**src/hdl/bgd_pkg.sv**
```systemverilog
`timescale 1ns / 1ps
// ----------------------------------------------------------------------------
// bgd_pkg
// Types and constants for the button gesture detector: sample and result
// words, gesture state codes, register indexes and register reset values.
// ----------------------------------------------------------------------------
package bgd_pkg;

	// one pin sample
	typedef struct packed {
		logic        pin_level;
		logic [31:0] now_ms;
	} in_word_t;

	// event pulses for one sample
	typedef struct packed {
		logic click_pulse;
		logic double_click_pulse;
		logic long_start_pulse;
		logic during_long_pulse;
		logic long_stop_pulse;
		logic long_pressed;
	} out_word_t;

	// gesture state, one-hot
	typedef enum logic [4:0] {
		ST_IDLE     = 5'b00001,
		ST_HELD     = 5'b00010,
		ST_RELEASED = 5'b00100,
		ST_SECOND   = 5'b01000,
		ST_LONG     = 5'b10000
	} gesture_state_t;

	// configuration register indexes
	localparam int unsigned CFG_INDEX_W = 2;
	localparam int unsigned CFG_DATA_W  = 16;
	localparam logic [CFG_INDEX_W-1:0] REG_CLICK_MS      = 2'd0;
	localparam logic [CFG_INDEX_W-1:0] REG_LONG_PRESS_MS = 2'd1;
	localparam logic [CFG_INDEX_W-1:0] REG_DEBOUNCE_MS   = 2'd2;
	localparam logic [CFG_INDEX_W-1:0] REG_ACTIVE_LOW    = 2'd3;

	// register reset values
	localparam logic [15:0] CLICK_MS_RST      = 16'd600;
	localparam logic [15:0] LONG_PRESS_MS_RST = 16'd1000;
	localparam logic [15:0] DEBOUNCE_MS_RST   = 16'd50;
	localparam logic        ACTIVE_LOW_RST    = 1'b1;

endpackage

```
**src/hdl/button_gesture_detector.sv**
```systemverilog
`timescale 1ns / 1ps
// ----------------------------------------------------------------------------
// button_gesture_detector
// Single click, double click and long press detection on sampled pin words.
// ----------------------------------------------------------------------------
// Usage: each input word carries one raw pin sample and a millisecond time
// stamp (wrapping modulo 2^32). Every accepted word yields exactly one
// result word with click, double click, long-press start, during and stop
// pulses plus the current long-press level.
// Channels: in_valid/in_ready/in_data for samples, out_valid/out_ready/
// out_data for results, both valid/ready. Configuration is a plain write
// port (cfg_wr_en, cfg_index, cfg_data) with no wait; write it only while
// no sample is in flight.
// Pipeline: an accepted word sits in the input register, and its result
// is loaded into the output register, which drives out_valid, once that
// register is free or being drained by out_ready.
// Throughput: one word per cycle unless out_ready stalls; the gesture state
// is updated in the same cycle as the result, so the next word sees it.
// Stalls: while out_ready is low the result is held and one more word can
// wait in the input register; in_ready then drops until the output drains.
// Reset: clears the gesture state, press time, long-press flag and both
// registers' valid flags, and loads the register defaults (600, 1000, 50,
// active low).
// ----------------------------------------------------------------------------
module button_gesture_detector (
	input  logic                                 clk,
	input  logic                                 arst_n,
	// sample channel
	input  logic                                 in_valid,
	output logic                                 in_ready,
	input  bgd_pkg::in_word_t                    in_data,
	// result channel
	output logic                                 out_valid,
	input  logic                                 out_ready,
	output bgd_pkg::out_word_t                   out_data,
	// configuration write port
	input  logic                                 cfg_wr_en,
	input  logic [bgd_pkg::CFG_INDEX_W-1:0]      cfg_index,
	input  logic [bgd_pkg::CFG_DATA_W-1:0]       cfg_data
);

	// configuration registers
	logic [15:0] click_ms_q;
	logic [15:0] long_press_ms_q;
	logic [15:0] debounce_ms_q;
	logic        active_low_q;

	// gesture state
	bgd_pkg::gesture_state_t state_q, state_d;
	logic [31:0] press_time_q, press_time_d;
	logic        long_flag_q, long_flag_d;

	// pipeline registers
	logic               valid_s1;
	bgd_pkg::in_word_t  word_s1;
	logic               out_valid_q;
	bgd_pkg::out_word_t out_word_q;
	bgd_pkg::out_word_t res_d;

	logic        advance;
	logic        pressed;
	logic [31:0] elapsed;

	// handshake
	assign advance   = valid_s1 && (!out_valid_q || out_ready);
	assign in_ready  = !valid_s1 || advance;
	assign out_valid = out_valid_q;
	assign out_data  = out_word_q;

	// configuration writes
	always_ff @(posedge clk or negedge arst_n) begin
		if (!arst_n) begin
			click_ms_q      <= bgd_pkg::CLICK_MS_RST;
			long_press_ms_q <= bgd_pkg::LONG_PRESS_MS_RST;
			debounce_ms_q   <= bgd_pkg::DEBOUNCE_MS_RST;
			active_low_q    <= bgd_pkg::ACTIVE_LOW_RST;
		end else if (cfg_wr_en) begin
			unique case (cfg_index)
				bgd_pkg::REG_CLICK_MS:      click_ms_q      <= cfg_data;
				bgd_pkg::REG_LONG_PRESS_MS: long_press_ms_q <= cfg_data;
				bgd_pkg::REG_DEBOUNCE_MS:   debounce_ms_q   <= cfg_data;
				bgd_pkg::REG_ACTIVE_LOW:    active_low_q    <= cfg_data[0];
				default: ;
			endcase
		end
	end

	// input register
	always_ff @(posedge clk or negedge arst_n) begin
		if (!arst_n) begin
			valid_s1 <= 1'b0;
		end else if (in_ready) begin
			valid_s1 <= in_valid;
		end
	end

	always_ff @(posedge clk) begin
		if (in_ready && in_valid) begin
			word_s1 <= in_data;
		end
	end

	// pressed level and elapsed time since press start
	assign pressed = active_low_q ? !word_s1.pin_level : word_s1.pin_level;
	assign elapsed = word_s1.now_ms - press_time_q;

	// gesture machine next state
	always_comb begin
		state_d      = state_q;
		press_time_d = press_time_q;
		long_flag_d  = long_flag_q;
		res_d        = '0;
		unique case (state_q)
			bgd_pkg::ST_HELD: begin
				if (!pressed && (elapsed < {16'd0, debounce_ms_q})) begin
					state_d = bgd_pkg::ST_IDLE;
				end else if (!pressed) begin
					state_d = bgd_pkg::ST_RELEASED;
				end else if (elapsed > {16'd0, long_press_ms_q}) begin
					long_flag_d             = 1'b1;
					res_d.long_start_pulse  = 1'b1;
					res_d.during_long_pulse = 1'b1;
					state_d                 = bgd_pkg::ST_LONG;
				end
			end
			bgd_pkg::ST_RELEASED: begin
				if (elapsed > {16'd0, click_ms_q}) begin
					res_d.click_pulse = 1'b1;
					state_d           = bgd_pkg::ST_IDLE;
				end else if (pressed) begin
					state_d = bgd_pkg::ST_SECOND;
				end
			end
			bgd_pkg::ST_SECOND: begin
				if (!pressed) begin
					res_d.double_click_pulse = 1'b1;
					state_d                  = bgd_pkg::ST_IDLE;
				end
			end
			bgd_pkg::ST_LONG: begin
				if (!pressed) begin
					long_flag_d           = 1'b0;
					res_d.long_stop_pulse = 1'b1;
					state_d               = bgd_pkg::ST_IDLE;
				end else begin
					long_flag_d             = 1'b1;
					res_d.during_long_pulse = 1'b1;
				end
			end
			default: begin
				state_d = bgd_pkg::ST_IDLE;
				if (pressed) begin
					state_d      = bgd_pkg::ST_HELD;
					press_time_d = word_s1.now_ms;
				end
			end
		endcase
		res_d.long_pressed = long_flag_d;
	end

	// state update, one step per processed word
	always_ff @(posedge clk or negedge arst_n) begin
		if (!arst_n) begin
			state_q      <= bgd_pkg::ST_IDLE;
			press_time_q <= '0;
			long_flag_q  <= 1'b0;
		end else if (advance) begin
			state_q      <= state_d;
			press_time_q <= press_time_d;
			long_flag_q  <= long_flag_d;
		end
	end

	// output register
	always_ff @(posedge clk or negedge arst_n) begin
		if (!arst_n) begin
			out_valid_q <= 1'b0;
		end else if (advance) begin
			out_valid_q <= 1'b1;
		end else if (out_ready) begin
			out_valid_q <= 1'b0;
		end
	end

	always_ff @(posedge clk) begin
		if (advance) begin
			out_word_q <= res_d;
		end
	end

	// long flag is only set while in the long-press state
	a_flag_state: assert property (@(posedge clk) disable iff (!arst_n)
		long_flag_q |-> (state_q == bgd_pkg::ST_LONG))
		else $error("long flag set outside long-press state");

	// gesture events are mutually exclusive in one result
	a_events_excl: assert property (@(posedge clk) disable iff (!arst_n)
		out_valid_q |-> $onehot0({out_word_q.click_pulse, out_word_q.double_click_pulse,
			out_word_q.long_start_pulse, out_word_q.long_stop_pulse}))
		else $error("more than one gesture event in a result");

	// long start always comes with during and a raised level
	a_start_during: assert property (@(posedge clk) disable iff (!arst_n)
		(out_valid_q && out_word_q.long_start_pulse) |->
			(out_word_q.during_long_pulse && out_word_q.long_pressed))
		else $error("long start without during pulse");

	// long stop leaves the level low
	a_stop_level: assert property (@(posedge clk) disable iff (!arst_n)
		(out_valid_q && out_word_q.long_stop_pulse) |-> !out_word_q.long_pressed)
		else $error("long stop with long-press level still high");

	// a processed word always lands in the output register
	a_advance_out: assert property (@(posedge clk) disable iff (!arst_n)
		advance |=> out_valid_q)
		else $error("processed word lost");

endmodule
```
**config.mk**
```make
export PLATFORM = sky130hd
export DESIGN_NAME = button_gesture_detector
export DESIGN_NICKNAME = d
export VERILOG_FILES = /design/src/hdl/bgd_pkg.sv /design/src/hdl/button_gesture_detector.sv
export SDC_FILE = /design/constraint.sdc
export NUM_CORES = 1
export LEC_CHECK = 0
export BUFFER_PORTS_ARGS = -buffer_cell sky130_fd_sc_hd__buf_2
export CAP_MARGIN = 20
export CORE_MARGIN = 10
export CORE_UTILIZATION = 50
export CTS_CLUSTER_DIAMETER = 80
export DETAILED_ROUTE_END_ITERATION = 10
export GPL_ROUTABILITY_DRIVEN = 0
export PLACE_DENSITY_LB_ADDON = 0.3
export SLEW_MARGIN = 5
export SYNTH_ARGS = -nofsm -noshare
export SYNTH_HDL_FRONTEND = slang
export SYNTH_SLANG_ARGS = --single-unit
```
**constraint.sdc**
```tcl
create_clock -name clk -period 7 [get_ports clk]
set_clock_uncertainty 0.1 [all_clocks]
set_input_delay 1.4 -clock clk [delete_from_list [all_inputs] [get_ports clk]]
set_output_delay 1.4 -clock clk [all_outputs]
set_load 0.1 [all_outputs]
```
==> summary.md <==
| Metric | Value |
|---|---|
| Status | finished, final reports clean |
| Worst Hold Class | flop to flop |
| Vias in the first global route | 5902 |
| Die area | 21100 um^2 |
| Fin. Hold Viols | 0 |
| Crit share post-route | 64.8% |
| Syn Inst Count | 811 |
| Clock transition at path regs | 0.06 ns |
| ANT nets after route | 0 |
| WP data required | roughly 7.2 ns |
| I/O Buffers | 63 |
| Syn Area/Cell | 9.68 um^2 |
| Ys async rst share | between 60% and 70% |
| Max Clk Rate | 221 MHz |
| VDD IR-drop max | 0.234 mV |
| EDFF count, synth | 39 |
| Gr usage total | 16.1% |
| Slew headroom | 36.9% |
| Vias/cell | 5.45 |
| Setup-failing EPs final | 0 |
| Initial antenna violation count | 0 |
| Total number of vias | about 6000 |
| Yosys warning count | 0 |
| Synthesized area | 7850 um^2 |
| Die Height | about 150 um |
| CTS buffer count | 17 |
| Fin worst setup slack | 2.47 ns |
| Final Critical Period | roughly 4.5 ns |
| Post-synthesis sequential area ratio | 43.5% |
| Startpoint class of the critical path | flop |
| FF+latch count, synth | 128 |
| RSZ-0062 raised after global routing | false |
| Core area | 15300 um^2 |
| Sum Neg Setup Slack | 0 ns |
| DP Wirelength | 12800 um |
| Leakage | 4.02 nW |
| Post-Route WL | ~17000 um |
| Most common cell after layout, fill and taps aside | nand2_1 |
| Number of post-CTS setup repair buffers | 0 |
| # IOs | 64 |
| # resized after CTS | 0 |
| Crit. End Element | flop |
| # nets final | 1008 |
| Arr. time, crit path | approximately 4.8 ns |
| Clock Latency Late Sink | roughly 0.43 ns |
| Post-place setup slack | 2.51 ns |
| Most frequent cells in the layout | 91 x nand2_1, 83 x inv_1, 78 x ha_1 |
| Power after layout | 0.00408 W |
| CTS tree | yes |
| Max_cap viols | 0 |
| Routed len/inst | roughly 15 um |
| DRC Markers | 0 |
| PwrDens | 458 nW/um^2 |
| Hold_buf cts | 0 |
| # rows | 45 |
| Total global routing overflow | 0 |
| Mapped Nets | 946 |
| Top_reg_cell synth | dfrtp_1 |
| Share of layout cells above drive strength 1 | a little under a fifth |
| Clock Path Buffers | 2 |
| Clk sinks | 128 |
| Clock root buffer | clkbuf_16 |
| Max-slew violation count | 0 |
| Least-Margin Pin Slew | 0.944 ns |
| Largest net degree at the start of global routing | 54 |
| Initial Util | 51.2% |
| Fillers | between 1000 and 1500 |
| Diode count | 0 |
| DRT iter0 DRCs | 438 |
| Critical path type | flop to flop |
| H-tree depth | 4 |
| Synth unique cells | 59 |
| First-pass DRT Iterations | 6 |
| Area Overhead vs Synth | 13.7% |
| First-pass GRT wire length | 28400 um |
| CP Max Fanout | 4 |
| Die width | 145 um |
[cells by family after synthesis]
group	count (synthesis)	share of synthesized area, %
simple gates	223	13.9
mux	41	5.80
buf+inv	107	5.15
fa+ha+maj	79	12.7
flops	128	43.5
compound gates	211	16.5
xor+xnor	22	2.46
[cell type report]
class	count	area, um^2	share of cell area, %
Multi-Input combinational cell	576	4030	45.2
Tap cell	211	264	2.96
Timing Repair Buffer	67	348	3.90
Clock inverter	5	26.3	0.294
Sequential cell	128	3420	38.3
Clock buffer	27	524	5.87
Inverter	83	312	3.49
[per-layer routing]
| layer | wire [um] | track usage [%] | vias up | part of all wire [%] |
|---|---|---|---|---|
| met2 | 7600 | 24.9 | 130 | 46 |
| li1 | - | - | 3011 | - |
| met4 | 307 | 5.81 | 0 | 1.8 |
| met5 | 0 | 0 | - | 0 |
| met3 | 632 | 3.79 | 23 | 3.8 |
| met1 | 8060 | 21.5 | 2818 | 49 |
[report_power, final]
part	internal (W)	total (W)	switching, W
clock	0.000508	0.000819	0.000311
combinational	0.000900	0.00223	0.00133
sequential	0.000964	0.00104	0.0000714
[metrics by stage]
step / hold slack, ns / utilization [%] / instance area (um^2) / std cells
final: 0.374 / 58.3 / 8920 / 1097
after global placement: 0.359 / 54.7 / 8370 / 1065
after detailed placement: 0.367 / 54.7 / 8370 / 1065
after global routing: 0.417 / 58.3 / 8920 / 1097
after floorplan: 0.349 / - / 7850 / 811
after CTS: 0.379 / 58.3 / 8920 / 1097
[critical path, stage by stage (launching register included)]
cell	delay (ns)
dfrtp_1	0.37
inv_1	0.07
ha_1	0.28
nor2b_1	0.15
o2111ai_1	0.29
nand2_1	0.13
a31oi_1	0.25
o21ai_0	0.13
xor2_1	0.35
ha_1	0.32
a21oi_1	0.17
o21ai_0	0.10
a211oi_1	0.24
o21bai_1	0.09
a21oi_1	0.14
a21oi_1	0.12
o32a_1	0.31
or4_4	0.44
and2_1	0.19
a31o_1	0.17
[worst paths after layout]
| path | cells past startpoint | slack [ns] | end | from |
|---|---|---|---|---|
| min reg2reg | 1 | 0.37 | out_valid | valid_s1 |
| min in group asynchronous | 1 | 0.87 | debounce_ms_q[3] | arst_n |
| max reg2reg | 19 | 2.47 | state_q[2] | press_time_q[1] |
| min | 1 | 0.37 | out_valid | valid_s1 |
| max in group asynchronous | 2 | 4.93 | long_flag_q | arst_n |
| max | 19 | 2.47 | state_q[2] | press_time_q[1] |
[registers in the layout, indices dropped and copies added, names as in the netlist]
signal,count
word_s1,33
press_time_q,32
click_ms_q,16
debounce_ms_q,16
long_press_ms_q,16
out_data,6
state_q,5
active_low_q,1
long_flag_q,1
out_valid,1
valid_s1,1
[Yosys cell counts (all sizes together), types with 3 or more instances]
cell type  count  area share (%)
a211oi         9            0.86
a21boi         5            0.48
a21o          22             2.1
a21oi         52             3.5
a31o           3            0.33
a31oi         11            0.96
and2           5            0.40
clkbuf        22             1.1
dfrtp         74              24
dfstp         15             5.0
edfxtp        39              15
ha            78              12
inv           83             4.0
mux2          36             5.2
mux2i          5            0.64
nand2         91             4.4
nand2b        13             1.0
nand3         11            0.70
nand3b         4            0.38
nand4         17             1.4
nor2          38             1.8
nor2b          7            0.56
nor3          12            0.77
nor3b          3            0.43
nor4           4            0.32
o211ai         6            0.57
o21a           3            0.29
o21ai         78             5.0
o21bai         3            0.29
o31ai          3            0.29
or2            4            0.32
or3            6            0.54
or4            3            0.38
xnor2         15             1.7
xor2           7            0.78
Power figures use the tool's default switching activity.
